## src/rtl/slis_pkg.sv

```systemverilog
// Package for the sorted list block: operation and status codes, and the
// compare result that the shared comparator hands to the sequencer.
// Depends on nothing.
`timescale 1ns / 1ps

package slis_pkg;

  // Field widths fixed by the item format.
  localparam int ModeW   = 2;
  localparam int ValueW  = 32;
  localparam int StatusW = 2;
  localparam int PosW    = 4;
  localparam int CountW  = 5;

  // Operation codes carried in the mode field.
  localparam logic [ModeW-1:0] MODE_INSERT = 2'd0;
  localparam logic [ModeW-1:0] MODE_SEARCH = 2'd1;
  localparam logic [ModeW-1:0] MODE_REMOVE = 2'd2;

  // Status codes carried in the result.
  localparam logic [StatusW-1:0] ST_OK   = 2'd0;
  localparam logic [StatusW-1:0] ST_MISS = 2'd1;
  localparam logic [StatusW-1:0] ST_FULL = 2'd2;

  // Outcome of comparing a stored entry against the request key.
  typedef struct packed {
    logic lt;  // entry is below the key
    logic eq;  // entry equals the key
  } cmp_res_t;

endpackage

```

## src/rtl/slis_if.sv

```systemverilog
// Channel interfaces of the sorted list block: request and response.
// Depends on slis_pkg for the field widths.
`timescale 1ns / 1ps

interface slis_req_if;
  logic                              valid;
  logic                              ready;
  logic [slis_pkg::ModeW-1:0]        mode;
  logic signed [slis_pkg::ValueW-1:0] value;

  modport source (output valid, output mode, output value, input ready);
  modport sink   (input valid, input mode, input value, output ready);
endinterface

interface slis_rsp_if;
  logic                         valid;
  logic                         ready;
  logic [slis_pkg::StatusW-1:0] status;
  logic [slis_pkg::PosW-1:0]    position;
  logic [slis_pkg::CountW-1:0]  count;

  modport source (output valid, output status, output position, output count,
                  input ready);
  modport sink   (input valid, input status, input position, input count,
                  output ready);
endinterface

```

## src/rtl/slis_cmp.sv

```systemverilog
// Shared signed comparator of the sorted list block.
// Depends on slis_pkg for the compare result type.
`timescale 1ns / 1ps

module slis_cmp (
  input  logic signed [slis_pkg::ValueW-1:0] entry,
  input  logic signed [slis_pkg::ValueW-1:0] key,
  output slis_pkg::cmp_res_t                 res
);

  // One signed less-than compare and one equality test per cycle.
  assign res.lt = (entry < key);
  assign res.eq = (entry == key);

endmodule

```

## src/rtl/sorted_list_insert_search_remove.sv

```systemverilog
// Top level of the sorted list block: sequencer, entry memory and result register.
// Depends on slis_pkg, slis_if.sv and slis_cmp.
//
//   channel | dir | fields                      | role
//   req     | in  | mode, value                 | operation and signed key
//   rsp     | out | status, position, count     | one result per request
//
// An insert moves entries not below the key up one place from the top; a search
// or remove walks up from entry 0 to the first entry not below the key, and a
// remove then moves each later entry down one place. Insert on a full or empty
// table, or any request on an empty table, skips the walk. The walk is set by the
// entry memory, one read and one write a cycle, and the single comparator.
// Reset clears the count and the control state; entries are not cleared.
// A waiting result holds in its register while the next request is taken.
`timescale 1ns / 1ps

module sorted_list_insert_search_remove #(
  parameter int CAPACITY = 16
) (
  input  logic              clk,
  input  logic              rst,
  slis_req_if.sink          req,
  slis_rsp_if.source        rsp
);

  localparam int IW = (CAPACITY > 1) ? $clog2(CAPACITY) : 1;
  localparam int CW = $clog2(CAPACITY + 1);
  localparam logic [CW-1:0] CntFull = CW'(CAPACITY);

  typedef enum logic [2:0] {
    S_IDLE,
    S_INS,
    S_FIND,
    S_SHIFT,
    S_POST
  } state_t;

  state_t                              state;
  logic [CW-1:0]                       cnt;
  logic [IW-1:0]                       ridx;
  logic [IW-1:0]                       widx;
  logic signed [slis_pkg::ValueW-1:0]  key;
  logic                                is_remove;
  logic [slis_pkg::StatusW-1:0]        res_status;
  logic [IW-1:0]                       res_pos;

  logic                                out_valid;
  logic [slis_pkg::StatusW-1:0]        out_status;
  logic [slis_pkg::PosW-1:0]           out_pos;
  logic [slis_pkg::CountW-1:0]         out_count;

  // Entry memory with registered read data.
  logic signed [slis_pkg::ValueW-1:0]  entries [CAPACITY];
  logic signed [slis_pkg::ValueW-1:0]  rdata;
  logic [IW-1:0]                       rd_addr;
  logic                                we;
  logic [IW-1:0]                       waddr;
  logic signed [slis_pkg::ValueW-1:0]  wdata;

  slis_pkg::cmp_res_t                  cmp;

  slis_cmp u_cmp (
    .entry (rdata),
    .key   (key),
    .res   (cmp)
  );

  assign req.ready    = (state == S_IDLE);
  assign rsp.valid    = out_valid;
  assign rsp.status   = out_status;
  assign rsp.position = out_pos;
  assign rsp.count    = out_count;

  // Memory port control: the read for the next step is issued ahead, since read data is registered.
  always_comb begin
    we      = 1'b0;
    waddr   = widx;
    wdata   = rdata;
    rd_addr = '0;
    case (state)
      S_IDLE: begin
        if (req.mode == slis_pkg::MODE_INSERT) begin
          rd_addr = IW'(cnt - CW'(1));
        end
        if (req.valid && req.mode == slis_pkg::MODE_INSERT && cnt == '0) begin
          we    = 1'b1;
          waddr = '0;
          wdata = req.value;
        end
      end
      S_INS: begin
        rd_addr = widx - IW'(2);
        we      = 1'b1;
        if (widx == '0 || cmp.lt) begin
          wdata = key;
        end
      end
      S_FIND: begin
        rd_addr = ridx + IW'(1);
      end
      S_SHIFT: begin
        rd_addr = widx + IW'(2);
        we      = 1'b1;
      end
      default: ;
    endcase
  end

  always_ff @(posedge clk) begin
    if (we) begin
      entries[waddr] <= wdata;
    end
    rdata <= entries[rd_addr];
  end

  // Sequencer, count and result register.
  always_ff @(posedge clk) begin
    if (rst) begin
      state     <= S_IDLE;
      cnt       <= '0;
      out_valid <= 1'b0;
    end else begin
      // A taken result empties the register unless a new one is loaded below.
      if (out_valid && rsp.ready && state != S_POST) begin
        out_valid <= 1'b0;
      end
      case (state)
        S_IDLE: begin
          if (req.valid) begin
            key       <= req.value;
            is_remove <= (req.mode == slis_pkg::MODE_REMOVE);
            res_pos   <= '0;
            case (req.mode)
              slis_pkg::MODE_INSERT: begin
                if (cnt == CntFull) begin
                  res_status <= slis_pkg::ST_FULL;
                  state      <= S_POST;
                end else if (cnt == '0) begin
                  res_status <= slis_pkg::ST_OK;
                  cnt        <= CW'(1);
                  state      <= S_POST;
                end else begin
                  res_status <= slis_pkg::ST_MISS;
                  widx       <= IW'(cnt);
                  state      <= S_INS;
                end
              end
              slis_pkg::MODE_SEARCH, slis_pkg::MODE_REMOVE: begin
                res_status <= slis_pkg::ST_MISS;
                if (cnt == '0) begin
                  state <= S_POST;
                end else begin
                  ridx  <= '0;
                  state <= S_FIND;
                end
              end
              default: begin
                res_status <= slis_pkg::ST_MISS;
                state      <= S_POST;
              end
            endcase
          end
        end
        S_INS: begin
          // Move entries that are not below the key up by one place.
          if (widx == '0 || cmp.lt) begin
            res_status <= slis_pkg::ST_OK;
            res_pos    <= widx;
            cnt        <= cnt + CW'(1);
            state      <= S_POST;
          end else begin
            widx <= widx - IW'(1);
          end
        end
        S_FIND: begin
          // Walk up to the first entry that is not below the key.
          if (cmp.lt) begin
            if (CW'(ridx) + CW'(1) == cnt) begin
              state <= S_POST;
            end else begin
              ridx <= ridx + IW'(1);
            end
          end else if (cmp.eq) begin
            res_status <= slis_pkg::ST_OK;
            res_pos    <= ridx;
            if (!is_remove) begin
              state <= S_POST;
            end else if (CW'(ridx) + CW'(1) == cnt) begin
              cnt   <= cnt - CW'(1);
              state <= S_POST;
            end else begin
              widx  <= ridx;
              state <= S_SHIFT;
            end
          end else begin
            state <= S_POST;
          end
        end
        S_SHIFT: begin
          // Close the gap left by the removed entry.
          if (CW'(widx) + CW'(2) == cnt) begin
            cnt   <= cnt - CW'(1);
            state <= S_POST;
          end else begin
            widx <= widx + IW'(1);
          end
        end
        S_POST: begin
          if (!out_valid || rsp.ready) begin
            out_valid  <= 1'b1;
            out_status <= res_status;
            out_pos    <= slis_pkg::PosW'(res_pos);
            out_count  <= slis_pkg::CountW'(cnt);
            state      <= S_IDLE;
          end
        end
        default: begin
          state <= S_IDLE;
        end
      endcase
    end
  end

endmodule

```

## src/flat_wrapper.sv

```systemverilog
// flat-port wrapper written by rule: the top's interface ports become plain ports
module sorted_list_insert_search_remove_flat 
#(
  parameter int CAPACITY = 16
)
  (clk, rst, req_valid, req_mode, req_value, req_ready, rsp_valid, rsp_status, rsp_position, rsp_count, rsp_ready);
  slis_req_if req_i ();
  slis_rsp_if rsp_i ();
  input  logic clk;
  input  logic rst;
  input wire logic [$bits(req_i.valid)-1:0] req_valid;
  input wire logic [$bits(req_i.mode)-1:0] req_mode;
  input wire logic [$bits(req_i.value)-1:0] req_value;
  output wire logic [$bits(req_i.ready)-1:0] req_ready;
  output wire logic [$bits(rsp_i.valid)-1:0] rsp_valid;
  output wire logic [$bits(rsp_i.status)-1:0] rsp_status;
  output wire logic [$bits(rsp_i.position)-1:0] rsp_position;
  output wire logic [$bits(rsp_i.count)-1:0] rsp_count;
  input wire logic [$bits(rsp_i.ready)-1:0] rsp_ready;
  assign req_i.valid = req_valid;
  assign req_i.mode = req_mode;
  assign req_i.value = req_value;
  assign req_ready = req_i.ready;
  assign rsp_valid = rsp_i.valid;
  assign rsp_status = rsp_i.status;
  assign rsp_position = rsp_i.position;
  assign rsp_count = rsp_i.count;
  assign rsp_i.ready = rsp_ready;
  sorted_list_insert_search_remove #(.CAPACITY(CAPACITY)) u_core (.clk(clk), .rst(rst), .req(req_i), .rsp(rsp_i));
endmodule
```

## config.mk

```make
export PLATFORM = sky130hd
export DESIGN_NAME = sorted_list_insert_search_remove_flat
export DESIGN_NICKNAME = d
export VERILOG_FILES = /design/src/rtl/slis_pkg.sv /design/src/rtl/slis_if.sv /design/src/rtl/slis_cmp.sv /design/src/rtl/sorted_list_insert_search_remove.sv /design/src/flat_wrapper.sv
export SDC_FILE = /design/constraint.sdc
export NUM_CORES = 1
export LEC_CHECK = 0
export BUFFER_PORTS_ARGS = -buffer_cell sky130_fd_sc_hd__buf_2
export CAP_MARGIN = 5
export CORE_UTILIZATION = 28
export CTS_BUF_LIST = sky130_fd_sc_hd__clkbuf_16
export CTS_CLUSTER_DIAMETER = 60
export DETAILED_ROUTE_END_ITERATION = 6
export PLACE_DENSITY = 0.47
export SYNTH_ARGS = -nofsm -noshare
export SYNTH_HDL_FRONTEND = slang
export SYNTH_SLANG_ARGS = --single-unit
```

## constraint.sdc

```tcl
create_clock -name clk -period 5.6 [get_ports clk]
set_input_delay 0.28 -clock clk [delete_from_list [all_inputs] [get_ports clk]]
set_output_delay 0.28 -clock clk [all_outputs]
set_load 0.01 [all_outputs]
```

* Word-level counts from Yosys, hierarchy flattened
Memory sizes are Yosys's and may differ from the RTL's. A register that Yosys moved wholly into a read port is not among the register bits.
Cells that the tools add are included.
** Cells by class
- $add $sub $neg :: 9
- $lt $le $gt $ge :: 1
- Eq/ne operators :: 29
- Multiplexer cells :: 69
- Bitwise gates (word level) :: 1
- Reduce and logical (&&, ||, !) cells :: 23
** Operator list (count)
- $mux W4 :: 22
- $mux W32 :: 2
- $pmux W32 S2 :: 1
- $mux W5 :: 10
- $mux W3 :: 12
- $eq A32 B32 Y1 :: 1
- $lt A32 B32 Y1 :: 1
- $pmux W4 S4 :: 2
- $ne A2 B1 Y1 const B :: 10
- $pmux W5 S4 :: 1
- $pmux W3 S5 :: 1
- $ne A2 B2 Y1 const B :: 7
- $mux W2 :: 6
- $pmux W4 S3 :: 1
- $reduce_and A12 Y1 :: 1
- $reduce_and A11 Y1 :: 1
- $eq A5 B5 Y1 :: 2
- $add A4 B1 Y4 const B :: 2
- $pmux W4 S2 :: 1
- $mux W1 :: 7
- $reduce_and A7 Y1 :: 1
- $eq A3 B2 Y1 const B :: 2
- $ne A3 B3 Y1 const B :: 2
- $pmux W2 S3 :: 1
- 29 further kinds :: 35
** Storage, ports and cells
- Register bits :: 67
- Memory bits (writable) :: 512
- Input port bits :: 38
- Output and inout port bits :: 13
- Logic and storage cells :: 145
- Memories :: 1
** Memory list
- u_core.entries :: depth 16, bits a word 32, read ports 1, clocked after memory_dff 1, write ports 1, line sorted_list_insert_search_remove.sv:53 : logic signed [slis_pkg::ValueW-1:0] entries [CAPACITY];

* Longest topological paths before layout
- Depth after elaboration :: 7
- Depth in mapped cells :: 13
- Depth with buffers taken out :: 10

* By module
A second synthesis with hierarchy kept.
** Unflattened totals
- Cell total of the unflattened synthesis :: 1800
- Area, all modules :: 26152.6 um^2
** By module, submodules not included
- sorted_list_insert_search_remove :: times used 1, cells each 1687, area each 25331.8 um^2, seq. area each 17937.2 um^2
- slis_cmp :: times used 1, cells each 113, area each 820.8 um^2, seq. area each 0.0 um^2

* Worst setup path after synthesis
Ideal clock, no wire load.
- Path type :: reg2reg
- Start :: register u_core.state[0]
- End :: memory u_core.entries[0][0] (netlist name), enable pin
- Setup time :: 0.470 ns
- Arrival :: 3.406 ns
- Data required time :: 5.130 ns
- Setup slack :: 1.724 ns
- Cell stages (with the launch flop) :: 5
- Path buffers :: 1
- Clock period less this slack :: 3.876 ns
- Cells stage by stage :: dfxtp_1 -> buf_2 -> nor2b_1 -> nand3_1 -> o31ai_1
** On the way
- Cells in the longest elaborated chain, start to end :: 5
- Elaborated cells on any way between the ends :: 8
- Those cells by class :: 2 x eq/ne; 4 x mux; 2 x reduce/logical
** RTL lines
- start: declaration :: line sorted_list_insert_search_remove.sv:38 : state_t state;
- start signal: assignment :: line sorted_list_insert_search_remove.sv:119 : state <= S_IDLE;
- start signal: assignment :: line sorted_list_insert_search_remove.sv:137 : state <= S_POST;
- start signal: assignment :: line sorted_list_insert_search_remove.sv:141 : state <= S_POST;
- $eq A3 B1 Y1 or $eq A3 B2 Y1 (tied branches) :: line sorted_list_insert_search_remove.sv:80 : case (state)
- $reduce_or A2 Y1 (no line)
- $pmux W1 S2 :: line sorted_list_insert_search_remove.sv:80
- $mux W1 :: line sorted_list_insert_search_remove.sv:110 : if (we) begin
- $mux W1 (implied by the code) :: line sorted_list_insert_search_remove.sv:111 : entries[waddr] <= wdata;
- end: declaration :: line sorted_list_insert_search_remove.sv:53
Several ways; a longest one is shown, not always the timed one.

* Worst setup path in the final report
- Start :: register u_core.key[15] (netlist name)
- End :: memory u_core.entries[15][9] (netlist name) (data pin)
** On the way
- Cells in the longest elaborated chain, start to end :: 4
** RTL lines
- start: declaration :: line sorted_list_insert_search_remove.sv:42 : logic signed [slis_pkg::ValueW-1:0] key;
- start signal: assignment :: line sorted_list_insert_search_remove.sv:130 : key <= req.value;
- $lt A32 B32 Y1 :: line slis_cmp.sv:12 : assign res.lt = (entry < key);
- $logic_or A1 B1 Y1 :: line sorted_list_insert_search_remove.sv:94 : if (widx == '0 || cmp.lt) begin
- $mux W32 :: line sorted_list_insert_search_remove.sv:94
- $pmux W32 S2 :: line sorted_list_insert_search_remove.sv:80
- net u_core.wdata, one bit :: line sorted_list_insert_search_remove.sv:58 : logic signed [slis_pkg::ValueW-1:0] wdata;
The timed path passes the listed nets, and every way through them passes these cells.

==> flow_summary.rst <==
.. list-table::
   :header-rows: 1

   * - Metric
     - Value
   * - Post-synthesis cell type count
     - 65
   * - DP HPWL
     - 38000 µm
   * - Fraction of final layout cells with drive strength greater than 1
     - 11.2%
   * - Class of the tightest hold or removal check
     - in -> reg
   * - Number of levels in the clock H-tree
     - 3
   * - Instance count of the mapped netlist
     - 1906
   * - Fin area
     - 0.0299 mm²
   * - Prevailing post-synth register cell
     - edfxtp_1
   * - I/O pin cnt
     - 51
   * - Largest fanout on the critical path
     - 18
   * - Maximum cell stage delay along the critical path
     - 0.86 ns
   * - Maximum clock skew at final layout
     - 0.0363 ns
   * - Most frequently used cell type in the post-synthesis netlist
     - edfxtp_1
   * - Latest clock arrival within the worst-skew pair
     - 0.62 ns
   * - Internal cell power
     - 8.28 mW
   * - Number of clock sinks seen by CTS
     - 611
   * - Number of diodes added for antenna fixing
     - 0
   * - Total wirelength of the detailed-routed design
     - 71500 µm
   * - Drt first pass iters
     - 7
   * - Maximum vdd drop
     - 0.179 mV
   * - Area of the die
     - 0.0927 mm²
   * - Number of buffers inserted by port buffering
     - 50
   * - Top cell type by total area after synthesis
     - edfxtp_1
   * - Sequential group share of total power
     - 48.6%
   * - GR Overflow Total
     - 0
   * - Post-synthesis instance area
     - 0.0256 mm²
   * - Global router's overall resource usage
     - 15.2%
   * - Portion of total power attributed to the clock network
     - 39.3%
   * - Number of synthesized register bits
     - 611
   * - Detail-routed net length per standard cell
     - 22.3 µm
   * - Relative slew slack
     - 26.3%
   * - Total Power Consumption
     - 11.2 mW
   * - Portion of the clock cycle consumed by the worst path in the final layout
     - 75.5%
   * - Remaining routing DRC violations
     - 0
   * - Proportion of synthesized chip area in sequential cells
     - 70.0%
   * - Share of power burned in combinational logic
     - 12.1%
   * - Post-CTS Resized
     - 0
   * - Worst Hold Slack
     - 0.0348 ns
   * - LEAKAGE
     - 9.67 nW
   * - Kind of end point of the critical path
     - register
   * - Most frequent cells after synthesis
     - edfxtp_1, nand2_1, a211oi_1
   * - Number of setup violations in the final report
     - 0
   * - Syn Area/Cell
     - 13.4 µm²
   * - Net count after synthesis
     - 1987
   * - Initial antenna violation count
     - 0
   * - Total count of hold-check failures in the final report
     - 0
   * - Family with the most delay on the worst path
     - compound AO/OA/AOI/OAI gates
   * - Wire length of the first global-routing pass
     - 106000 µm
   * - Switching portion of total power
     - 25.7%
   * - Async SR Flop Fraction
     - 0%
   * - Slew @ Worst Pin
     - 1.11 ns
   * - Net switching power of the design
     - 2.87 mW
   * - Row count
     - 110
   * - Number of DRC violations after detailed-routing iteration 0
     - 1437
   * - Top cells by area in the synthesized netlist
     - edfxtp_1, a211oi_1, nand2_1
   * - Category of the critical setup timing path
     - reg -> reg
   * - Via/cell ratio
     - 5.03
   * - Number of global-route vias before repair
     - 15.8k
   * - Data required time of the critical path
     - 5.86 ns
   * - Number of max-cap violations
     - 0
   * - Starting Density
     - 28.4%
   * - Sum Neg Setup Slack
     - 0 ns
   * - Warning count from the yosys run
     - 0
   * - Cell with the largest stage delay on the worst path
     - o2bb2ai_1
   * - Unrepaired setup endpoints after global routing
     - false
   * - Via Count
     - 16.1k
   * - Die Span Y
     - 304 µm
   * - Count of nets after finishing
     - 2051
   * - Largest net degree at the start of global routing
     - 147
   * - Clock-pin transition on the worst setup and hold timing paths
     - 0.06 ns
   * - Area growth from synthesis to layout
     - 16.6%
   * - Chain of cells forming the critical path
     - inv_1 > ha_1 > nand4_1 > nor4_1 > o21ai_1 > a41oi_1 > nor2_1 > nor2_4 > a31oi_1 > o2bb2ai_1
   * - DP Area
     - 0.0273 mm²
   * - Clock Root Buffer
     - clkbuf_16
   * - Maximum buffer depth of the clock tree
     - 3
   * - Max Clk Rate
     - 237 MHz
   * - Final count of pins violating max slew
     - 0
   * - WP buf/inv
     - 1
   * - Core Region
     - 0.0903 mm²
   * - Kind of start point of the critical path
     - register
   * - Number of enable flip-flop cells after synthesis
     - 570
   * - Horizontal die dimension
     - 304 µm
   * - Total CTS buffers
     - 71
   * - Critical path arrival
     - 4.48 ns
   * - TritonCTS clock tree
     - done
   * - Synth top area share
     - 66.8%
   * - Post-layout utilization of the core
     - 33.1%
   * - Pwr dens
     - 373 mW/mm²
   * - Result of the run
     - finished, final reports clean
   * - Global placer's final weighted congestion
     - 0.785
   * - Post-route antenna net violation count
     - 0
   * - Period minus WS final
     - 4.23 ns
[placed cells by master, fill, tap and decap left out, types with 5 or more instances in the layout]
master / count
ha_1: 41
inv_1: 62
a311oi_1: 64
nand2b_1: 7
a21oi_1: 94
nor4_1: 5
nor2b_1: 6
a211oi_1: 161
clkbuf_16: 73
dlygate4sd3_1: 32
a221o_1: 29
nand4_1: 7
nor3_1: 37
nor2_1: 36
o21ai_0: 25
nand3_1: 12
nor2_4: 15
a31oi_1: 69
nand2_1: 291
and2_1: 24
buf_12: 10
xnor2_1: 8
nor3_2: 5
clkinv_2: 10
dfxtp_1: 41
clkinv_1: 17
and2_0: 108
buf_2: 50
xor2_1: 7
buf_4: 31
edfxtp_1: 570
[worst paths after layout]
kind	endpoint	from	depth (start not counted)	slack, ns
worst max-delay path	u_core.entries[15][9]	u_core.key[15]	10	1.37
worst min-delay path	u_core.is_remove	req_mode[1]	2	0.03
worst max register to register	u_core.entries[15][9]	u_core.key[15]	10	1.37
worst min register to register	u_core.rsp.status[0]	u_core.res_status[0]	0	0.41
[cell type report]
cell class	count	area, µm²
fillers	8831	60400
flip-flops and latches	611	17900
multi-input cells	1116	7060
clock buffers	73	1830
well taps	1176	1470
repair buffers	123	1000
clock inverters	58	398
inverters	47	179
[logic make-up after synthesis]
group / count (synthesis) / share of synthesized area, %
compound gates: 483 / 13.5
fa+ha+maj: 43 / 2.16
flops: 611 / 70.0
simple gates: 573 / 10.6
mux: 2 / 0.0782
xor+xnor: 15 / 0.513
buf+inv: 179 / 3.17
[registers in the layout, indices dropped and copies added (netlist names), 3 cells and up]
| name | count |
|---|---|
| u_core.rsp.position | 4 |
| u_core.rdata | 32 |
| u_core.widx | 4 |
| u_core.cnt | 5 |
| u_core.key | 32 |
| u_core.entries | 512 |
| u_core.state | 3 |
| u_core.ridx | 4 |
| u_core.res_pos | 4 |
| u_core.rsp.count | 5 |
[routing by layer]
layer / up-vias / global-route usage [%] / share of wire (%)
li1: 7441 / - / -
met1: 8212 / 22.0 / 48
met3: 98 / 2.09 / 4.0
met2: 369 / 24.0 / 46
met5: - / 0 / 0
met4: 0 / 3.96 / 2.0
[power groups by stage]
stage	combinational [mW]	sequential, mW	clock [mW]
finish	1.35	5.42	4.38
global route	1.49	5.43	4.67
CTS	1.36	5.42	4.49
detailed placement	1.33	5.51	0
global placement	1.31	5.51	0
floorplan	0.894	5.49	0
[worst register-to-register path, delay by kind of cell (launching register included)]
kind	cells	cell delay [ns]
buf+inv	1	0.05
compound gates	4	1.63
fa+ha+maj	1	0.28
simple gates	4	1.58
flops	1	0.32
[repair_timing]
| item | 4_1_cts | 5_1_grt |
|---|---|---|
| endpoints found under the hold margin | 32 | 0 |
| hold buffers | 32 | 0 |
| buffers inserted | 0 | 0 |
[through the flow]
step	std cells	setup WS, ns
finish	3204	1.37
global route	3204	1.09
CTS	3204	1.27
detailed placement	3041	1.32
global placement	3041	1.53
floorplan	1906	1.72
Power figures use the tool's default switching activity.
